<file path="src/hw/rtl/ccfp_pkg.sv">
// ----------------------------------------------------------------------------
// ccfp_pkg: shared types and constants
// Widths, register indexes and the handshake structs between the sequencer
// and the symbol compare unit.
// ----------------------------------------------------------------------------
package ccfp_pkg;

  localparam int MAX_LEN = 62;
  localparam int LEN_W   = 6;   // holds any length, cut, period or symbol index
  localparam int REM_W   = 8;   // holds 2*MAX_LEN + MAX_LEN - 1
  localparam int CNT_W   = 3;   // copy count, saturates at COPY_CAP

  localparam logic [CNT_W-1:0] COPY_ONE  = 3'd1;
  localparam logic [CNT_W-1:0] COPY_TWO  = 3'd2;
  localparam logic [CNT_W-1:0] COPY_THREE = 3'd3;
  localparam logic [CNT_W-1:0] COPY_CAP  = 3'd4;

  // Register indexes, selected by paddr[2].
  localparam logic REG_WORD_LENGTH = 1'b0;
  localparam logic REG_PERIOD_CAP  = 1'b1;

  // One scan run of the compare unit.
  typedef struct packed {
    logic [LEN_W-1:0] pos_a;   // newer symbol position
    logic [LEN_W-1:0] pos_b;   // older symbol position
    logic [REM_W-1:0] rem;     // number of pairs that may be compared
    logic [LEN_W-1:0] per;     // block length for counting copies
  } scan_cmd_t;

  typedef struct packed {
    logic prim;
    logic fixed;
    logic squareful;
  } ccfp_result_t;

endpackage

</file>
<file path="src/hw/rtl/ccfp_scan.sv">
// ----------------------------------------------------------------------------
// ccfp_scan: shared symbol compare unit
// Walks two positions of the cyclic word backwards, one symbol pair per
// cycle, and counts how many whole blocks of the given length repeat.
// ----------------------------------------------------------------------------
module ccfp_scan (
  input  logic                    clk,
  input  logic                    rst,
  input  logic                    start,
  input  ccfp_pkg::scan_cmd_t     cmd,
  input  logic [61:0]             word,
  input  logic [5:0]              len,
  output logic                    done,
  output logic [2:0]              copies
);
  import ccfp_pkg::*;

  logic             busy;
  logic [LEN_W-1:0] pos_a;
  logic [LEN_W-1:0] pos_b;
  logic [REM_W-1:0] rem;
  logic [LEN_W-1:0] per;
  logic [LEN_W-1:0] blk;

  logic             match;
  logic             blk_wrap;
  logic [LEN_W-1:0] pos_a_next;
  logic [LEN_W-1:0] pos_b_next;
  logic [REM_W-1:0] rem_next;
  logic [CNT_W-1:0] copies_next;
  logic             stop;

  always_comb begin
    match       = (word[pos_a] == word[pos_b]);
    pos_a_next  = (pos_a == '0) ? len - 6'd1 : pos_a - 6'd1;
    pos_b_next  = (pos_b == '0) ? len - 6'd1 : pos_b - 6'd1;
    rem_next    = rem - 8'd1;
    blk_wrap    = (blk == per - 6'd1);
    copies_next = blk_wrap ? copies + 3'd1 : copies;
    stop        = !match || (rem_next == '0) || (copies_next == COPY_CAP);
  end

  always_ff @(posedge clk) begin
    if (rst) begin
      busy <= 1'b0;
      done <= 1'b0;
    end else begin
      done <= !start && busy && stop;
      if (start) begin
        busy   <= 1'b1;
        pos_a  <= cmd.pos_a;
        pos_b  <= cmd.pos_b;
        rem    <= cmd.rem;
        per    <= cmd.per;
        blk    <= '0;
        copies <= COPY_ONE;
      end else if (busy) begin
        if (match) begin
          pos_a  <= pos_a_next;
          pos_b  <= pos_b_next;
          rem    <= rem_next;
          blk    <= blk_wrap ? '0 : blk + 6'd1;
          copies <= copies_next;
        end
        if (stop) begin
          busy <= 1'b0;
        end
      end
    end
  end

endmodule

</file>
<file path="src/hw/rtl/ccfp_seq.sv">
// ----------------------------------------------------------------------------
// ccfp_seq: sequencer
// Runs the primitivity check over all rotations, then the curling value of
// every cut over all periods up to the period cap, issuing one scan run at a time.
// ----------------------------------------------------------------------------
module ccfp_seq (
  input  logic                    clk,
  input  logic                    rst,
  input  logic                    go,
  input  logic [5:0]              word_length,
  input  logic [5:0]              period_cap,
  input  logic [61:0]             word,
  input  logic                    ack,
  output logic                    idle,
  output logic                    res_valid,
  output ccfp_pkg::ccfp_result_t  res,
  output logic                    scan_start,
  output ccfp_pkg::scan_cmd_t     scan_cmd,
  output logic [5:0]              len,
  input  logic                    scan_done,
  input  logic [2:0]              scan_copies
);
  import ccfp_pkg::*;

  typedef enum logic [2:0] {
    S_IDLE, S_PRIM, S_PRIM_WAIT, S_CURL_INIT, S_CURL, S_CURL_WAIT, S_CUT_END, S_DONE
  } state_t;

  state_t           state;
  logic [LEN_W-1:0] cap;
  logic [LEN_W-1:0] per;
  logic [LEN_W-1:0] cut;
  logic [CNT_W-1:0] best;
  logic             prim;
  logic             fixed;
  logic             sqf;

  logic [LEN_W-1:0] len_eff;
  logic [LEN_W-1:0] cap_eff;
  logic [LEN_W-1:0] curl_a;
  logic [LEN_W:0]   curl_b_wide;
  logic [REM_W-1:0] curl_rem;
  logic [CNT_W-1:0] best_next;
  logic [CNT_W-1:0] sym_val;
  logic             sqf_next;
  logic             fixed_next;

  always_comb begin
    if (word_length == '0) begin
      len_eff = 6'd1;
    end else if (word_length > 6'(MAX_LEN)) begin
      len_eff = 6'(MAX_LEN);
    end else begin
      len_eff = word_length;
    end
    cap_eff = (period_cap > len_eff - 6'd1) ? len_eff - 6'd1 : period_cap;

    // Last symbol of word,word,prefix(cut) sits at position cut-1 mod len.
    curl_a      = (cut == '0) ? len - 6'd1 : cut - 6'd1;
    curl_b_wide = (curl_a >= per) ? {1'b0, curl_a - per}
                                  : {1'b0, curl_a} + {1'b0, len} - {1'b0, per};
    curl_rem    = {1'b0, len, 1'b0} + {2'b00, cut} - {2'b00, per};

    best_next  = (scan_copies > best) ? scan_copies : best;
    sym_val    = {2'b01, word[cut]};
    sqf_next   = sqf && ((best == COPY_TWO) || (best == COPY_THREE));
    fixed_next = fixed && (best == sym_val);

    scan_start = (state == S_PRIM) || (state == S_CURL);
    if (state == S_PRIM) begin
      scan_cmd.pos_a = len - 6'd1;
      scan_cmd.pos_b = per - 6'd1;
      scan_cmd.rem   = {2'b00, len};
      scan_cmd.per   = len;
    end else begin
      scan_cmd.pos_a = curl_a;
      scan_cmd.pos_b = curl_b_wide[LEN_W-1:0];
      scan_cmd.rem   = curl_rem;
      scan_cmd.per   = per;
    end

    idle          = (state == S_IDLE);
    res_valid     = (state == S_DONE);
    res.prim      = prim;
    res.fixed     = fixed;
    res.squareful = sqf;
  end

  always_ff @(posedge clk) begin
    if (rst) begin
      state <= S_IDLE;
    end else begin
      unique case (state)
        S_IDLE: begin
          if (go) begin
            len   <= len_eff;
            cap   <= cap_eff;
            per   <= 6'd1;
            prim  <= 1'b1;
            fixed <= 1'b1;
            sqf   <= 1'b1;
            state <= (len_eff == 6'd1) ? S_CURL_INIT : S_PRIM;
          end
        end
        S_PRIM: begin
          state <= S_PRIM_WAIT;
        end
        S_PRIM_WAIT: begin
          if (scan_done) begin
            // A full pass of matches means the word equals this rotation.
            if (scan_copies == COPY_TWO) begin
              prim  <= 1'b0;
              state <= S_CURL_INIT;
            end else if (per == len - 6'd1) begin
              state <= S_CURL_INIT;
            end else begin
              per   <= per + 6'd1;
              state <= S_PRIM;
            end
          end
        end
        S_CURL_INIT: begin
          cut   <= '0;
          per   <= 6'd1;
          best  <= COPY_ONE;
          state <= (cap == '0) ? S_CUT_END : S_CURL;
        end
        S_CURL: begin
          state <= S_CURL_WAIT;
        end
        S_CURL_WAIT: begin
          if (scan_done) begin
            best <= best_next;
            if ((best_next == COPY_CAP) || (per == cap)) begin
              state <= S_CUT_END;
            end else begin
              per   <= per + 6'd1;
              state <= S_CURL;
            end
          end
        end
        S_CUT_END: begin
          sqf   <= sqf_next;
          fixed <= fixed_next;
          // Once both flags have failed nothing further can change them.
          if ((!sqf_next && !fixed_next) || (cut == len - 6'd1)) begin
            state <= S_DONE;
          end else begin
            cut   <= cut + 6'd1;
            per   <= 6'd1;
            best  <= COPY_ONE;
            state <= (cap == '0) ? S_CUT_END : S_CURL;
          end
        end
        S_DONE: begin
          if (ack) begin
            state <= S_IDLE;
          end
        end
        default: begin
          state <= S_IDLE;
        end
      endcase
    end
  end

endmodule

</file>
<file path="src/hw/rtl/cyclic_curling_fixed_point_check.sv">
// ----------------------------------------------------------------------------
// cyclic_curling_fixed_point_check: top level
// Classifies one cyclic word of 2/3 symbols: primitive, curling fixed point,
// and squareful. Holds the configuration registers and the result register.
// ----------------------------------------------------------------------------
// One transaction at a time; the single compare unit sets the rate.
// A finished result waits in the output register while the next word is taken.
// Reset (synchronous, rst high): word_length = 62, period_cap = 61, block idle.
// ----------------------------------------------------------------------------
module cyclic_curling_fixed_point_check (
  input  logic        clk,
  input  logic        rst,
  // Configuration port.
  input  logic        psel,
  input  logic        penable,
  input  logic        pwrite,
  input  logic [2:0]  paddr,
  input  logic [31:0] pwdata,
  output logic [31:0] prdata,
  output logic        pready,
  // Input channel.
  input  logic        in_valid,
  output logic        in_ready,
  input  logic [61:0] word_bits,
  // Output channel.
  output logic        out_valid,
  input  logic        out_ready,
  output logic        is_primitive,
  output logic        is_fixed,
  output logic        is_squareful
);
  import ccfp_pkg::*;

  logic [LEN_W-1:0] word_length;
  logic [LEN_W-1:0] period_cap;
  logic [61:0]      word;

  logic             go;
  logic             seq_idle;
  logic             res_valid;
  ccfp_result_t     res;
  logic             ack;
  logic             scan_start;
  scan_cmd_t        scan_cmd;
  logic [LEN_W-1:0] len;
  logic             scan_done;
  logic [CNT_W-1:0] scan_copies;
  logic             cfg_wr;

  // The register is chosen by paddr[2]; the low address bits are ignored.
  assign pready = 1'b1;
  assign cfg_wr = psel && penable && pwrite;
  assign prdata = (paddr[2] == REG_PERIOD_CAP) ? {26'd0, period_cap} : {26'd0, word_length};

  always_ff @(posedge clk) begin
    if (rst) begin
      word_length <= 6'(MAX_LEN);
      period_cap  <= 6'(MAX_LEN - 1);
    end else if (cfg_wr) begin
      if (paddr[2] == REG_WORD_LENGTH) begin
        word_length <= pwdata[LEN_W-1:0];
      end else begin
        period_cap <= pwdata[LEN_W-1:0];
      end
    end
  end

  // A new transaction is taken whenever the sequencer is idle, even while the
  // previous result still sits in the output register.
  assign in_ready = seq_idle;
  assign go       = in_valid && in_ready;

  always_ff @(posedge clk) begin
    if (go) begin
      word <= word_bits;
    end
  end

  // The sequencer hands its result over once the output register is free.
  assign ack = res_valid && (!out_valid || out_ready);

  always_ff @(posedge clk) begin
    if (rst) begin
      out_valid <= 1'b0;
    end else if (ack) begin
      out_valid <= 1'b1;
    end else if (out_ready) begin
      out_valid <= 1'b0;
    end
  end

  always_ff @(posedge clk) begin
    if (ack) begin
      is_primitive <= res.prim;
      is_fixed     <= res.fixed;
      is_squareful <= res.squareful;
    end
  end

  ccfp_seq u_seq (
    .clk         (clk),
    .rst         (rst),
    .go          (go),
    .word_length (word_length),
    .period_cap  (period_cap),
    .word        (word),
    .ack         (ack),
    .idle        (seq_idle),
    .res_valid   (res_valid),
    .res         (res),
    .scan_start  (scan_start),
    .scan_cmd    (scan_cmd),
    .len         (len),
    .scan_done   (scan_done),
    .scan_copies (scan_copies)
  );

  ccfp_scan u_scan (
    .clk    (clk),
    .rst    (rst),
    .start  (scan_start),
    .cmd    (scan_cmd),
    .word   (word),
    .len    (len),
    .done   (scan_done),
    .copies (scan_copies)
  );

endmodule

</file>
<file path="config.mk">
export PLATFORM = sky130hd
export DESIGN_NAME = cyclic_curling_fixed_point_check
export DESIGN_NICKNAME = d
export VERILOG_FILES = /design/src/hw/rtl/ccfp_pkg.sv /design/src/hw/rtl/ccfp_scan.sv /design/src/hw/rtl/ccfp_seq.sv /design/src/hw/rtl/cyclic_curling_fixed_point_check.sv
export SDC_FILE = /design/constraint.sdc
export NUM_CORES = 1
export LEC_CHECK = 0
export BUFFER_PORTS_ARGS = -buffer_cell sky130_fd_sc_hd__buf_2
export CORE_MARGIN = 4
export CORE_UTILIZATION = 42
export CTS_CLUSTER_SIZE = 30
export DETAILED_ROUTE_END_ITERATION = 12
export PLACE_DENSITY = 0.62
export SLEW_MARGIN = 20
export SYNTH_ARGS = -nofsm -noshare
export SYNTH_HDL_FRONTEND = slang
export SYNTH_HIERARCHICAL = 1
export SYNTH_SLANG_ARGS = --single-unit
</file>
<file path="constraint.sdc">
create_clock -name clk -period 4.8 [get_ports clk]
set_input_delay 0.24 -clock clk [delete_from_list [all_inputs] [get_ports clk]]
set_output_delay 0.24 -clock clk [all_outputs]
set_load 0.02 [all_outputs]
</file>
==> summary.txt <==
Layout
  • Post-route insts no fill: 1483
  • Most frequent cells in the layout: edfxtp_1 (130), nor2_1 (92), buf_2 (86)
  • Post-route core utilization: 50.35%
  • FF/Latch Area: 0.004264 mm^2
  • P&R area growth vs syn: 16.65%
  • Diodes inserted: 0
  • Fill cell count: 2225
  • Final nets: 1307
  • Area of the multi-input gates: 0.005638 mm^2
  • Layout cells sized above 1: 16.82%
  • Commonest non-fill, non-tap cell in the layout: edfxtp_1

Routing
  • Routed len/inst: 17.44 um
  • DRT Wirelength: 25860 um
  • Vias per inst: 5.389
  • Pre-antenna DRT Iters: 5
  • DRC Markers: 0
  • Via count: 7992
  • Antenna Nets Post-Route: 0
  • DR iter-0 viols: 674

Global routing
  • GRT overflow: 0
  • Gr usage total: 18.75%
  • Vias in the first global route: 7907
  • Pin count of the biggest net entering global routing: 64
  • Initial antenna violation count: 0
  • First-pass GRT wire length: 42240 um

Floorplan
  • Die height: 166.8 um
  • Core ar.: 0.02453 mm^2
  • Die Wd: 166.8 um
  • DIE AREA: 0.02782 mm^2
  • Io pins: 142
  • Initial Util: 43.17%
  • Row cnt: 57

Clock network
  • Clock transition at the registers of the reported paths: 70 ps
  • H-Tree Depth: 4
  • Clock Root Buffer: clkbuf_16
  • CTS tree: yes
  • Max Buffers Root-to-Sink: 2
  • Worst-skew pair later-pin latency: 430 ps
  • Total CTS buffers: 17
  • CTS Sinks: 148

STA
  • Maximum clock rate: 248.8 MHz
  • Hold Vio Cnt, Final: 0
  • Final setup viols: 0
  • Max Transition Viols Final: 0
  • Sum Neg Setup Slack: 0 ps
  • Fin crit share: 83.72%
  • Setup ws final: 781.5 ps
  • Post-Route Skew: 10.77 ps
  • RSZ-0062 raised after global routing: false
  • Max-slew headroom: 41.55%
  • Worst slew pin tran: 876.7 ps
  • Fin crit period: 4019 ps

Synth
  • Top cell type's share of synthesized area: 36.86%
  • Synth Cell Area: 0.01059 mm^2
  • Syn Area/Cell: 10.39 um^2
  • Yosys top cell by area: edfxtp_1
  • Top cells by area, synth: edfxtp_1 (37%), mux2i_1 (6.4%), xnor2_1 (6.0%), mux4_2 (5.7%), ha_1 (5.3%)
  • Post-synthesis sequential area ratio: 40.26%
  • Synth cell types: 74
  • Cells after Synth: 1019
  • EDFF count, synth: 130
  • Share of flip-flops with an asynchronous set or reset: 0%
  • Dominant synthesized flop cell: edfxtp_1
  • Register bit count reported by yosys: 148
  • Warnings from Yosys: 6

Power
  • Maximum vdd drop: 0.4595 mV
  • PwrDens: 516.2 mW/mm^2
  • Pleak: 4.871 nW

Worst hold path
  • WHS Path Cells: 3
  • Hold path endpoint: period_cap[4]$_SDFFE_PP1P_
  • Hold wc startpoint: pwdata[4]
  • Min-Delay Path Class: in2reg

Critical path
  • Setup crit start kind: flop
  • Worst Path Required: 4960 ps
  • WS Path Type: reg2reg
  • Critical Path Sink Type: flop
  • Reg2Reg Launch Point: u_seq/cut[1]$_SDFFCE_PN0P_
  • Worst endpoint data arrival time: 4180 ps
  • Crit-path max FO: 10
  • Worst reg2reg endpoint: u_scan/pos_b[5]$_DFFE_PP_
  • Reg-to-reg setup timing slack: 780 ps
  • R2R cell count: 16

Run
  • Max cap viols: 0

Placed design
  • Cells after DPL: 1389
  • # port buffers: 86
  • Routability cong.: 0.8850
  • Placement Setup Slack: 798.3 ps
  • Final HPWL DP: 18610 um

Outcome
  • Status: finished, final reports clean
## worst max path at each step
stage / start / endpoint / depth (start not counted)
2_1_floorplan: u_seq/state[1]$_SDFFE_PP0P_ / u_seq/cap[0]$_DFFE_PP_ / 5
3_3_place_gp: u_seq/cut[1]$_SDFFCE_PN0P_ / u_scan/pos_b[5]$_DFFE_PP_ / 16
3_5_place_dp: u_seq/cut[1]$_SDFFCE_PN0P_ / u_scan/pos_b[5]$_DFFE_PP_ / 16
4_1_cts: u_seq/cut[1]$_SDFFCE_PN0P_ / u_scan/pos_b[5]$_DFFE_PP_ / 16
5_1_grt: u_seq/cut[1]$_SDFFCE_PN0P_ / u_scan/pos_b[0]$_DFFE_PP_ / 17
6_report: u_seq/cut[1]$_SDFFCE_PN0P_ / u_scan/pos_b[5]$_DFFE_PP_ / 16
## state kept, by name, summed over array words and instances, names as in the netlist, 3 cells and up
name	count
u_scan/pos_b	6
u_seq/cut	6
u_seq/state	3
u_scan/copies	3
word	62
word_length	6
period_cap	6
u_scan/per	6
u_seq/per	6
u_scan/pos_a	6
u_scan/rem	8
u_seq/best	3
u_seq/cap	6
u_seq/len	6
u_scan/blk	6
## final cells by class
cell class                 instances  share of cell area [%]
sequential                       148                   34.52
tap                              324                   3.282
clock buffer                      17                   3.444
timing repair buffer             166                   9.602
multi-input combinational        735                   45.64
clock inverter                    15                   1.145
inverter                          78                   2.370
## power by group
| part | leakage (nW) | internal (W) | switching, W | total [W] |
|---|---|---|---|---|
| combinational | 3.26 | 0.00126 | 0.00147 | 0.00273 |
| sequential | 1.33 | 0.00189 | 0.000465 | 0.00235 |
| clock | 0.279 | 0.000689 | 0.000605 | 0.00129 |
| total | 4.87 | 0.00384 | 0.00254 | 0.00638 |
## timing repair
action | 4_1_cts | 5_1_grt
endpoints found under the hold margin | 62 | 0
hold buffers | 62 | 0
buffers inserted | 0 | 0
resized for setup | 0 | 0
## layer usage
layer	vias up	wire, um	GRT usage (%)
li1	3851	-	-
met1	3844	12000	26.97
met2	263	11820	29.43
met3	34	1629	3.176
met4	0	417	5.336
met5	-	0	0
## through the flow
stage	hold WS (ps)	instance area, um^2	power, W
3_3_place_gp	416.6	11170	0.004996
2_1_floorplan	338.9	10680	0.004364
3_5_place_dp	407.7	11170	0.005037
6_report	71.21	12350	0.006376
4_1_cts	54.22	12350	0.006399
5_1_grt	65.10	12350	0.006827
## cells by family after synthesis
group | share of synthesized area (%)
AOI/OAI and AO/OA | 9.901
xor gates and xnor gates | 7.361
adders and majority gates | 7.585
buffers and inverters | 7.502
DFF | 40.26
muxes | 14.51
other | 0.07091
and+or+nand+nor | 12.81
## cell usage after synthesis, types with 3 or more instances
library cell,n
buf_1,5
xor2_1,17
o31a_1,4
a22oi_1,6
and2_1,5
buf_2,7
xnor2_1,72
o221ai_1,3
buf_6,5
nand2_1,75
ha_1,45
and4_1,5
nand3_1,26
a21oi_1,28
o31ai_1,3
nor2b_1,13
nor3_1,23
a31oi_1,8
edfxtp_1,130
fa_1,12
nand2b_1,17
clkinv_1,3
nor4_1,4
buf_4,34
a21o_1,10
nor2_1,93
inv_2,3
mux4_2,27
mux2i_1,68
clkbuf_1,31
o21ai_1,5
mux4_1,3
dfxtp_1,18
and3_1,3
nand4_1,7
a211oi_1,13
a221o_1,3
mux2_2,14
o21ai_0,53
inv_1,72
## worst max-delay path, cell delays in order (launching register included)
cell,delay [ps]
edfxtp_1,380
inv_1,240
ha_1,230
and4_1,410
mux2_2,450
fa_1,550
inv_1,50
ha_1,290
a21o_1,180
a21oi_1,250
o21bai_1,100
a21oi_1,170
xnor2_1,90
mux2i_1,130
a21oi_1,80
nand2_1,90
o21ai_0,70
(Power assumes the default switching activity.)
